`src/rtl/wli_pkg.sv`:
```
// Shared constants, codes and types of the waypoint linear interpolator.
package wli_pkg;

    localparam int JOINTS      = 14;
    localparam int WAYPOINTS   = 64;
    localparam int TABLE_DEPTH = WAYPOINTS * JOINTS;
    localparam int ADDR_W      = $clog2(TABLE_DEPTH);
    localparam int ROW_W       = $clog2(WAYPOINTS);
    localparam int JOINT_W     = 4;
    localparam int COUNT_W     = 7;
    localparam int POS_W       = 32;
    localparam int DIFF_W      = POS_W + 1;
    localparam int CFG_W       = 24;
    localparam int CFG_IDX_W   = 1;
    localparam int FRAC_W      = 25;
    localparam int FMUL_W      = 24;
    localparam int PROD_W      = 2 * CFG_W;
    localparam int MUL_W       = DIFF_W + FMUL_W + 1;

    localparam logic [FRAC_W-1:0] ONE_Q24 = FRAC_W'(16777216);

    localparam logic [CFG_W-1:0] SPEED_RST     = CFG_W'(13107);
    localparam logic [CFG_W-1:0] TIME_STEP_RST = CFG_W'(16777);

    localparam logic [1:0] OP_LOAD  = 2'd0;
    localparam logic [1:0] OP_START = 2'd1;
    localparam logic [1:0] OP_TICK  = 2'd2;
    localparam logic [1:0] OP_CLEAR = 2'd3;

    localparam logic [1:0] STATUS_OK      = 2'd0;
    localparam logic [1:0] STATUS_EMPTY   = 2'd1;
    localparam logic [1:0] STATUS_REACHED = 2'd2;

    localparam logic [CFG_IDX_W-1:0] CFG_SPEED     = 1'b0;
    localparam logic [CFG_IDX_W-1:0] CFG_TIME_STEP = 1'b1;

    // per-beat tag that travels with table reads through the blend pipeline
    typedef struct packed {
        logic [JOINT_W-1:0] joint;
        logic               last;
        logic               zero;
    } wli_tag_t;

    function automatic logic [ADDR_W-1:0] table_addr(input logic [ROW_W-1:0] row,
                                                     input logic [JOINT_W-1:0] col);
        return ADDR_W'(row) * ADDR_W'(JOINTS) + ADDR_W'(col);
    endfunction

endpackage

```
`src/rtl/wli_blend.sv`:
```
// Blend pipeline: difference, fraction multiply, rounding and offset add.
module wli_blend (
    input  logic                        clk,
    input  logic                        rst_n,
    input  logic                        en,
    input  logic                        in_valid,
    input  wli_pkg::wli_tag_t           in_tag,
    input  logic [wli_pkg::POS_W-1:0]   p0,
    input  logic [wli_pkg::POS_W-1:0]   p1,
    input  logic [wli_pkg::FMUL_W-1:0]  frac,
    output logic                        out_valid,
    output wli_pkg::wli_tag_t           out_tag,
    output logic [wli_pkg::POS_W-1:0]   out_pos
);
    import wli_pkg::*;

    logic                     a_v_reg;
    wli_tag_t                 a_tag_reg;
    logic [POS_W-1:0]         a_p0_reg;
    logic signed [DIFF_W-1:0] a_diff_reg;

    logic                     b_v_reg;
    wli_tag_t                 b_tag_reg;
    logic [POS_W-1:0]         b_p0_reg;
    logic signed [MUL_W-1:0]  b_prod_reg;

    logic signed [MUL_W-1:0]  mul;
    logic signed [MUL_W-1:0]  rounded;

    assign mul     = a_diff_reg * $signed({1'b0, frac});
    assign rounded = b_prod_reg + MUL_W'(1 << 23);

    always_ff @(posedge clk or negedge rst_n)
    begin
        if (!rst_n)
        begin
            a_v_reg <= 1'b0;
            b_v_reg <= 1'b0;
        end
        else if (en)
        begin
            a_v_reg <= in_valid;
            b_v_reg <= a_v_reg;
        end
    end

    always_ff @(posedge clk)
    begin
        if (en)
        begin
            a_tag_reg  <= in_tag;
            a_p0_reg   <= p0;
            a_diff_reg <= $signed({p1[POS_W-1], p1}) - $signed({p0[POS_W-1], p0});
            b_tag_reg  <= a_tag_reg;
            b_p0_reg   <= a_p0_reg;
            b_prod_reg <= mul;
        end
    end

    // the blended value lies between p0 and p1, so modulo-2^32 arithmetic is exact
    assign out_valid = b_v_reg;
    assign out_tag   = b_tag_reg;
    assign out_pos   = b_tag_reg.zero ? '0 : b_p0_reg + rounded[POS_W+23:24];

endmodule

```
`config.mk`:
```
export PLATFORM = sky130hd
export DESIGN_NAME = wli_blend
export DESIGN_NICKNAME = d
export VERILOG_FILES = /design/src/rtl/wli_pkg.sv /design/src/rtl/wli_blend.sv
export SDC_FILE = /design/constraint.sdc
export NUM_CORES = 2
export LEC_CHECK = 0
export BUFFER_PORTS_ARGS = -buffer_cell sky130_fd_sc_hd__buf_2
export CAP_MARGIN = 25
export CORE_ASPECT_RATIO = 0.75
export CORE_MARGIN = 2
export CORE_UTILIZATION = 46
export CTS_CLUSTER_DIAMETER = 200
export DETAILED_ROUTE_END_ITERATION = 6
export PLACE_DENSITY = 0.63
export SKIP_CTS_REPAIR_TIMING = 1
export SLEW_MARGIN = 20
export SYNTH_ARGS = -nofsm -noshare
export SYNTH_HDL_FRONTEND = slang
export SYNTH_SLANG_ARGS = --single-unit
```
`constraint.sdc`:
```
create_clock -name clk -period 8 [get_ports clk]
set_input_delay 1.2 -clock clk [delete_from_list [all_inputs] [get_ports clk]]
set_output_delay 1.2 -clock clk [all_outputs]
set_load 0.005 [all_outputs]
```
==> flow_summary.toml <==
[outcome]
status = "complete, no violations"

[grt]
grt_remaining_overflow = 0
grt.total_usage = 0.2393
grt_pass1_wl_um = 146600
first_global_vias = 26550
antenna_found_initial = 4
grt_max_degree = 76

[die]
coreArea_um2 = 75650
start_util = 0.4672
dieArea_um2 = 79100
ios = 137
die_w_um = 324.1
rows = 87
die_h_um = 244.1

[flow_run]
cap_violations = 0

[logic_synthesis]
synth_most_common_cell = "inv_1"
synth-simple-area-share = 0.1554
synth_area_per_cell_um2 = 9.616
synth_common_cells = "inv_1, fa_1, and2_1"
ys_warn_count = 0
synth_area_leaders = "fa_1, edfxtp_1, inv_1, and2_1, ha_1"
ys_seq_elements = 144
synth_cells = 3676
synth_top_family_by_area = "adder cells"
yosysSeqAreaShare = 0.1220
yosysTopAreaCell = "fa_1"
synthAdderAreaFrac = 0.5254
synth-edff-count = 142
synth-xor-area-share = 0.03172
synth-compound-area-share = 0.05150
ys.flop_type = "edfxtp_1"
synth_cell_types = 66
synth_area_um2 = 35350
synth_top_area_frac = 0.4497
synthArstFlopShare = 0.01389
synth_fp_nets = 4782
synthMuxAreaShare = 0.001274

[timing]
setup_violations = 0
layout_min_cycle_time_ps = 7777
drv_slew = 0
fin_skew_ps = 9.266
setup_tns_ps = 0
hold_violations = 0
max_slew_margin = 0.3597
min_period_over_period = 0.9722
rsz0062_at_grt = "false"
fmax_mhz = 128.6
worstMarginPinSlew_ps = 960.5

[worst_setup_path]
arrival_ps = 7950
crit_chain = "buf_2, buf_4, and2_1, fa_1, fa_1, inv_1, fa_1, fa_1, inv_1, fa_1, fa_1, fa_1, ha_1, a21oi_1, o21ai_0, o211ai_1, a31oi_1, buf_4, o31a_2, a31o_2, a21o_1, a21oi_1, o21bai_1, xor2_1"
critPathKind = "in2reg"
crit_family = "adder cells"
slowest_stage = "fa_1"
cp.required_ps = 8170
endpoint_kind = "flip-flop"
cp_max_fo = 15
path_buf_inv = 5
cpPeakStageDelay_ps = 580
path_common_cell = "fa_1"
start_kind = "input port"

[layout]
antenna_cells = 0
final_nets = 5034
synthToLayoutAreaGrowth_pct = 11.66
fill_cells = 6984
drive_gt1_frac = 0.1096

[clocking]
cts_tree = "built"
clk_latency_ps = 430
clock_path_buffers = 2
htree_levels = 4
cts_root_buf = "clkbuf_16"
cts.sinks = 144
path_clk_slew_ps = 60
numCtsBuffers = 17

[place]
gp_congestion = 0.8869
io_buffers = 136
dpl.hpwl_um = 77070

[routing]
drtIter0Drc = 1699
drcViolationCount = 0
via_per_inst = 5.029
vias = 24960
dr.pass1.iters = 7
detail_route.wl_per_cell_um = 18.11
detail-route-antenna-nets = 0
wirelength_um = 89910

[min_path]
min_path_type = "reg2reg"
## stage by stage
step             util  hold WS [ps]  cells  instance area, um2  setup slack, ps
5_1_grt        0.5217         424.5   4964               39470            19.13
3_5_place_dp   0.5135         404.5   4932               38850           -269.3
6_report       0.5217         411.0   4964               39470            222.6
3_3_place_gp   0.5135         400.7   4932               38850           -228.3
2_1_floorplan       -         400.3   3676               35350            144.9
4_1_cts        0.5215         410.7   4964               39460            142.6
## cell families (layout without fill, tap and decap cells)
family,after synthesis,after routing
simple gates,1060,1060
buf+inv,1059,1324
fa+ha+maj,1008,1008
compound gates,273,273
flops,144,144
xor+xnor,128,128
mux,4,4
## worst paths after layout
| path | startpoint | to | slack (ps) | cells after the start |
|---|---|---|---|---|
| setup / recovery | frac[7] | b_prod_reg[49]$_DFFE_PP_ | 220 | 24 |
| hold / removal | a_tag_reg[0]$_DFFE_PP_ | out_tag[0]$_DFFE_PP_ | 410 | 0 |
| setup reg to reg | a_diff_reg[10]$_DFFE_PP_ | b_prod_reg[49]$_DFFE_PP_ | 310 | 26 |
| hold reg to reg | a_tag_reg[0]$_DFFE_PP_ | out_tag[0]$_DFFE_PP_ | 410 | 0 |
| min in group asynchronous | rst_n | out_valid$_DFFE_PN0P_ | 540 | 1 |
| max in group asynchronous | rst_n | a_v_reg$_DFFE_PN0P_ | 7350 | 1 |
## worst register-to-register path, stage by stage, from the launching register on
cell      delay, ps
edfxtp_1        670
and2_1          340
fa_1            560
inv_1            60
fa_1            530
inv_1            50
fa_1            500
inv_1            60
fa_1            530
inv_1            50
fa_1            450
fa_1            500
inv_1            50
fa_1            480
inv_1            50
ha_1            310
nand4_1         170
o21ai_0         120
o211ai_1        360
a31oi_1         150
buf_4           180
o31a_2          350
a31o_2          250
a21o_1          180
a21oi_1         220
o21bai_1        110
xor2_1          150
## layer usage
metal / track usage / vias to the layer above / wire length, um
li1: - / 11390 / -
met1: 0.3373 / 12830 / 39530
met2: 0.4004 / 657 / 43840
met3: 0.02783 / 88 / 4622
met4: 0.04698 / 2 / 1907
met5: 0 / - / 13
## cell type report
type                       count  area [um2]  area share
multi-input combinational   2473       27060      0.6856
tap                         1023        1280     0.03243
sequential                   144        4314      0.1093
clock buffer                  18       429.2     0.01087
inverter                     913        3427     0.08683
clock inverter                14       181.4    0.004596
timing repair buffer         379        2779     0.07041
## placed cells by master, fill, tap and decap left out, types with 6 or more instances in the layout
| cell | instances |
|---|---|
| buf_12 | 21 |
| ha_1 | 214 |
| nor4_1 | 6 |
| nor3_1 | 17 |
| nand4_1 | 13 |
| o21ai_0 | 36 |
| nand3_1 | 29 |
| edfxtp_1 | 142 |
| a211oi_1 | 8 |
| nand2b_1 | 11 |
| xor2_1 | 47 |
| nor2b_1 | 20 |
| inv_1 | 913 |
| buf_4 | 222 |
| and2_1 | 485 |
| buf_2 | 133 |
| nor2_1 | 81 |
| fa_1 | 794 |
| a31oi_1 | 10 |
| o31ai_1 | 7 |
| clkbuf_16 | 17 |
| a21oi_1 | 71 |
| o21a_1 | 16 |
| xnor2_1 | 81 |
| and3_1 | 16 |
| o21ai_1 | 9 |
| a21o_1 | 51 |
| o21bai_1 | 20 |
| nand2_1 | 365 |
Power is left out: the tool's default activity adds up to more than one toggle a clock period on the data nets, which glitch-free logic cannot reach.
