--- config.mk ---
export PLATFORM = sky130hd
export DESIGN_NAME = wli_div
export DESIGN_NICKNAME = d
export VERILOG_FILES = /design/src/rtl/wli_pkg.sv /design/src/rtl/wli_div.sv
export SDC_FILE = /design/constraint.sdc
export NUM_CORES = 1
export LEC_CHECK = 0
export BUFFER_PORTS_ARGS = -buffer_cell sky130_fd_sc_hd__buf_2
export CAP_MARGIN = 20
export CORE_MARGIN = 10
export CORE_UTILIZATION = 29
export DETAILED_ROUTE_END_ITERATION = 10
export RECOVER_POWER = 100
export SLEW_MARGIN = 20
export SYNTH_ARGS = -nofsm -noshare
export SYNTH_HDL_FRONTEND = slang
export SYNTH_SLANG_ARGS = --single-unit
--- constraint.sdc ---
create_clock -name clk -period 7.7 [get_ports clk]
set_input_delay 1.155 -clock clk [delete_from_list [all_inputs] [get_ports clk]]
set_output_delay 1.155 -clock clk [all_outputs]
set_load 0.01 [all_outputs]
--- src/rtl/wli_pkg.sv ---
// Shared constants, codes and types of the waypoint linear interpolator.
package wli_pkg;

    localparam int JOINTS      = 14;
    localparam int WAYPOINTS   = 64;
    localparam int TABLE_DEPTH = WAYPOINTS * JOINTS;
    localparam int ADDR_W      = $clog2(TABLE_DEPTH);
    localparam int ROW_W       = $clog2(WAYPOINTS);
    localparam int JOINT_W     = 4;
    localparam int COUNT_W     = 7;
    localparam int POS_W       = 32;
    localparam int DIFF_W      = POS_W + 1;
    localparam int CFG_W       = 24;
    localparam int CFG_IDX_W   = 1;
    localparam int FRAC_W      = 25;
    localparam int FMUL_W      = 24;
    localparam int PROD_W      = 2 * CFG_W;
    localparam int MUL_W       = DIFF_W + FMUL_W + 1;

    localparam logic [FRAC_W-1:0] ONE_Q24 = FRAC_W'(16777216);

    localparam logic [CFG_W-1:0] SPEED_RST     = CFG_W'(13107);
    localparam logic [CFG_W-1:0] TIME_STEP_RST = CFG_W'(16777);

    localparam logic [1:0] OP_LOAD  = 2'd0;
    localparam logic [1:0] OP_START = 2'd1;
    localparam logic [1:0] OP_TICK  = 2'd2;
    localparam logic [1:0] OP_CLEAR = 2'd3;

    localparam logic [1:0] STATUS_OK      = 2'd0;
    localparam logic [1:0] STATUS_EMPTY   = 2'd1;
    localparam logic [1:0] STATUS_REACHED = 2'd2;

    localparam logic [CFG_IDX_W-1:0] CFG_SPEED     = 1'b0;
    localparam logic [CFG_IDX_W-1:0] CFG_TIME_STEP = 1'b1;

    // per-beat tag that travels with table reads through the blend pipeline
    typedef struct packed {
        logic [JOINT_W-1:0] joint;
        logic               last;
        logic               zero;
    } wli_tag_t;

    function automatic logic [ADDR_W-1:0] table_addr(input logic [ROW_W-1:0] row,
                                                     input logic [JOINT_W-1:0] col);
        return ADDR_W'(row) * ADDR_W'(JOINTS) + ADDR_W'(col);
    endfunction

endpackage

--- src/rtl/wli_div.sv ---
// Restoring radix-2 divider, one quotient bit per cycle.
module wli_div (
    input  logic                       clk,
    input  logic                       rst_n,
    input  logic                       start,
    input  logic [wli_pkg::PROD_W-1:0] dividend,
    input  logic [wli_pkg::POS_W-1:0]  divisor,
    output logic                       done,
    output logic [wli_pkg::PROD_W-1:0] quotient
);
    import wli_pkg::*;

    localparam int CNT_W = $clog2(PROD_W);

    logic             busy_reg;
    logic             done_reg;
    logic [CNT_W-1:0] cnt_reg;
    logic [PROD_W-1:0] n_reg;
    logic [PROD_W-1:0] q_reg;
    logic [POS_W-1:0]  d_reg;
    logic [POS_W-1:0]  rem_reg;
    logic [POS_W:0]    trial;
    logic              fits;

    assign trial = {rem_reg, n_reg[PROD_W-1]};
    assign fits  = trial >= {1'b0, d_reg};

    always_ff @(posedge clk or negedge rst_n)
    begin
        if (!rst_n)
        begin
            busy_reg <= 1'b0;
            done_reg <= 1'b0;
            cnt_reg  <= '0;
        end
        else
        begin
            done_reg <= 1'b0;
            if (start)
            begin
                busy_reg <= 1'b1;
                cnt_reg  <= '0;
            end
            else if (busy_reg)
            begin
                cnt_reg <= cnt_reg + CNT_W'(1);
                if (cnt_reg == CNT_W'(PROD_W - 1))
                begin
                    busy_reg <= 1'b0;
                    done_reg <= 1'b1;
                end
            end
        end
    end

    always_ff @(posedge clk)
    begin
        if (start)
        begin
            n_reg   <= dividend;
            d_reg   <= divisor;
            rem_reg <= '0;
            q_reg   <= '0;
        end
        else if (busy_reg)
        begin
            n_reg   <= {n_reg[PROD_W-2:0], 1'b0};
            q_reg   <= {q_reg[PROD_W-2:0], fits};
            rem_reg <= fits ? POS_W'(trial - {1'b0, d_reg}) : trial[POS_W-1:0];
        end
    end

    assign done     = done_reg;
    assign quotient = q_reg;

endmodule

==> impl_results.md <==
- CP Max Fanout: 31
- Post-Route WL: 19700 um
- Worst slew margin: -1.03
- Vias: 6055
- Endpoints failing setup: 0
- Post-synth EDFFs: 80
- # IOs: 132
- Post-route cell area: a little under 10000 um^2
- Final WS setup: ~2.8 ns
- Total GRT Usage: 0.109
- I/O Buffers: approximately 130
- GP Congestion: 0.833
- Share of layout cells above drive strength 1: 0.185
- Die Wd: around 190 um
- Post-CTS Setup Repair Bufs: 0
- Synth top area share: 0.287
- Data required time of the worst path: around 8.0 ns
- Most used cell, CP: a21o_1
- H-tree levels: 4
- Clk pin slew, worst setup/hold paths: 0.07 ns
- HP Class: reg -> reg
- DRT Pass-1 Iters: 5
- Vert. Die Dim: 190 um
- Final Max Tran Viols: 134
- DR vias/cell: around 4.7
- WL/cell: 15.1 um
- Pint: 0.00188 W
- Maxcap violations: 3
- CTS Buf Count: 17
- Vias in the first global route: between 6k and 7k
- Place WS: between 4 and 5 ns
- CTS Root Cell: clkbuf_16
- First-pass GRT wire length: 32200 um
- Final ANT Viol Nets: 0
- Worst EP arrival: approximately 5.2 ns
- Peak supply drop: roughly 0.15 mV
- Top_reg_cell synth: edfxtp_1
- Slowest-stage cell, CP: a211oi_1
- Status: finished with violations
- Clock Tree Buf Depth: 2
- Fin nets: 1017
- Die Area: roughly 36000 um^2
- Commonest non-fill, non-tap cell in the layout: nor2_1
- Hold Vio Cnt, Final: 0
- Synth top area cells: edfxtp_1 29%, dfxtp_1 19%, mux2i_1 6.8%, mux2_2 6.5%, ha_1 4.9%
- CTS tree: built
- Most frequent cells in the layout: 103 x nor2_1, 80 x edfxtp_1, 80 x dfxtp_1
- Initial antenna violation count: 6
- Non-Filler Instances: 1299
- GRT Residual Overflow: 0
- Insertion delay to the later sink of the worst-skew pair: 0.43 ns
- DR iter-0 viols: ~360
- Critical Path End Type: flip-flop
- Power density cells: 296 nW/um^2
- CP startpoint: d_reg[26]
- Clk_skew: around 0.011 ns
- Slowest cell delay on critical path: 2.14 ns
- Failing checks: max-capacitance violations, max-slew violations
- YS warnings: 0
- Post-DP Area: approximately 9400 um^2
- Sinks on Clock Net: between 150 and 200
- Unique cell type count in the Yosys netlist: 59
- Core Region: 28500 um^2
- Synth-to-Final Area Change: 17.8%
- Worst-path cell chain: inv_1 > ha_1 > a21o_1 > a21o_1 > a21oi_1 > o311ai_0 > a211oi_1 > buf_4 > nand2b_1 > or2_2 > o22ai_1
- Seq/Total Area, Yosys: 0.502
- CTS resizes: 0
- Worst-margin pin slew: slightly above 3 ns
- Sequential Power Share: 0.383
- Std-Cell Rows: just over 60
- Area of the mapped netlist: 8370 um^2
- Syn nets: about 910
- Hold_buf cts: 0
- Post-synthesis cell count: 788
- RSZ-0062 raised after global routing: false
- CP bufs+invs: 2
- Fraction of registers with async set/reset: 0.0476
- DRC viols: 0
- Period utilisation layout: 0.640
- CP delay by family, top: compound AO/OA/AOI/OAI gates
- Max Freq: between 200 and 250 MHz
- Critical path type: reg -> reg
- Flops & latches, synth: between 150 and 200
- Total negative setup slack: 0 ns
- Hold path startpoint: rem_reg[30]
- Fin crit period: between 4 and 5 ns
- Switching share of power: 0.354
- Largest net degree at the start of global routing: 90
- Reg-to-Reg Start: d_reg[26]
- Leak Pwr: ~4.4 nW
- Utilization after layout: 0.345
- CP startpoint kind: flip-flop
- Dpl cells: between 1k and 1.5k
- Leading area contributor after synthesis: edfxtp_1
- Combinational power share: 0.326
- Dpl hpwl: approximately 14000 um
- Post-Syn Area per Cell: 10.6 um^2
- Initial core utilization: 0.293
- Clock Power Share: 0.291
- P_sw: 0.00103 W
tightest hold or removal path: stages, from the launching register on:
cell and delay, ns:
dfxtp_1 0.33, nand2_1 0.06, a31oi_1 0.07
final timing paths:
kind                                to  slack [ns]  cells past startpoint
setup / recovery           rem_reg[22]        2.77                     11
min in group asynchronous   cnt_reg[0]        0.64                      1
hold / removal             rem_reg[31]        0.49                      2
setup reg to reg           rem_reg[22]        2.77                     11
hold reg to reg            rem_reg[31]        0.49                      2
max in group asynchronous     busy_reg        6.70                      1
per-layer routing:
layer | up-vias | share of wire | wire length (um) | GRT usage
met5 | - | 0.0031 | 60 | 0
met4 | 8 | 0.0078 | 154 | 0.0238
met3 | 18 | 0.065 | 1280 | 0.0439
met2 | 126 | 0.44 | 8750 | 0.164
met1 | 2851 | 0.48 | 9420 | 0.143
li1 | 3052 | - | - | -
logic make-up after synthesis:
group / count (synthesis) / share of synthesized area
AOI/OAI and AO/OA: 159 / 0.131
xor gates and xnor gates: 29 / 0.0304
adders and majority gates: 34 / 0.0517
buffers and inverters: 87 / 0.0419
DFF: 168 / 0.502
muxes: 106 / 0.135
and+or+nand+nor: 205 / 0.108
synth_stat cells (all sizes together), types with 3 or more instances:
cell type,instances
xor2,14
mux2i,57
a21o,13
nor3,9
and3,3
mux2,49
nand4,8
edfxtp,80
nand2,48
buf,14
nor2,103
o22ai,3
nor3b,3
clkbuf,28
o211ai,16
inv,45
o21bai,8
ha,33
or2,3
xnor2,15
dfrtp,8
nand2b,4
a21oi,49
a31oi,8
a211oi,15
nand3,5
a211o,3
o21ai,26
and4,3
dfxtp,80
nor2b,5
and2,4
area by class of cell:
class | count | area (um^2)
fill | 2962 | 18700
sequential | 168 | 4210
multi-input combinational | 533 | 3790
timing repair buffer | 135 | 616
tap | 384 | 480
clock buffer | 17 | 425
inverter | 45 | 169
clock inverter | 15 | 163
antenna | 2 | 5.00
power groups by stage:
| stage | registers, W | logic (W) | clock network, W |
|---|---|---|---|
| 3_3_place_gp | 0.00114 | 0.000947 | 0 |
| 4_1_cts | 0.00112 | 0.000964 | 0.000878 |
| 3_5_place_dp | 0.00114 | 0.000955 | 0 |
| 6_report | 0.00112 | 0.000949 | 0.000849 |
| 5_1_grt | 0.00113 | 0.00107 | 0.000916 |
| 2_1_floorplan | 0.00112 | 0.000775 | 0 |
metrics by stage:
| step | power, W | hold WS (ns) |
|---|---|---|
| 6_report | 0.00292 | 0.492 |
| 4_1_cts | 0.00296 | 0.497 |
| 5_1_grt | 0.00311 | 0.534 |
| 3_3_place_gp | 0.00208 | 0.474 |
| 2_1_floorplan | 0.00189 | 0.463 |
| 3_5_place_dp | 0.00209 | 0.479 |
No activity file was read; power rests on OpenSTA's default activity.
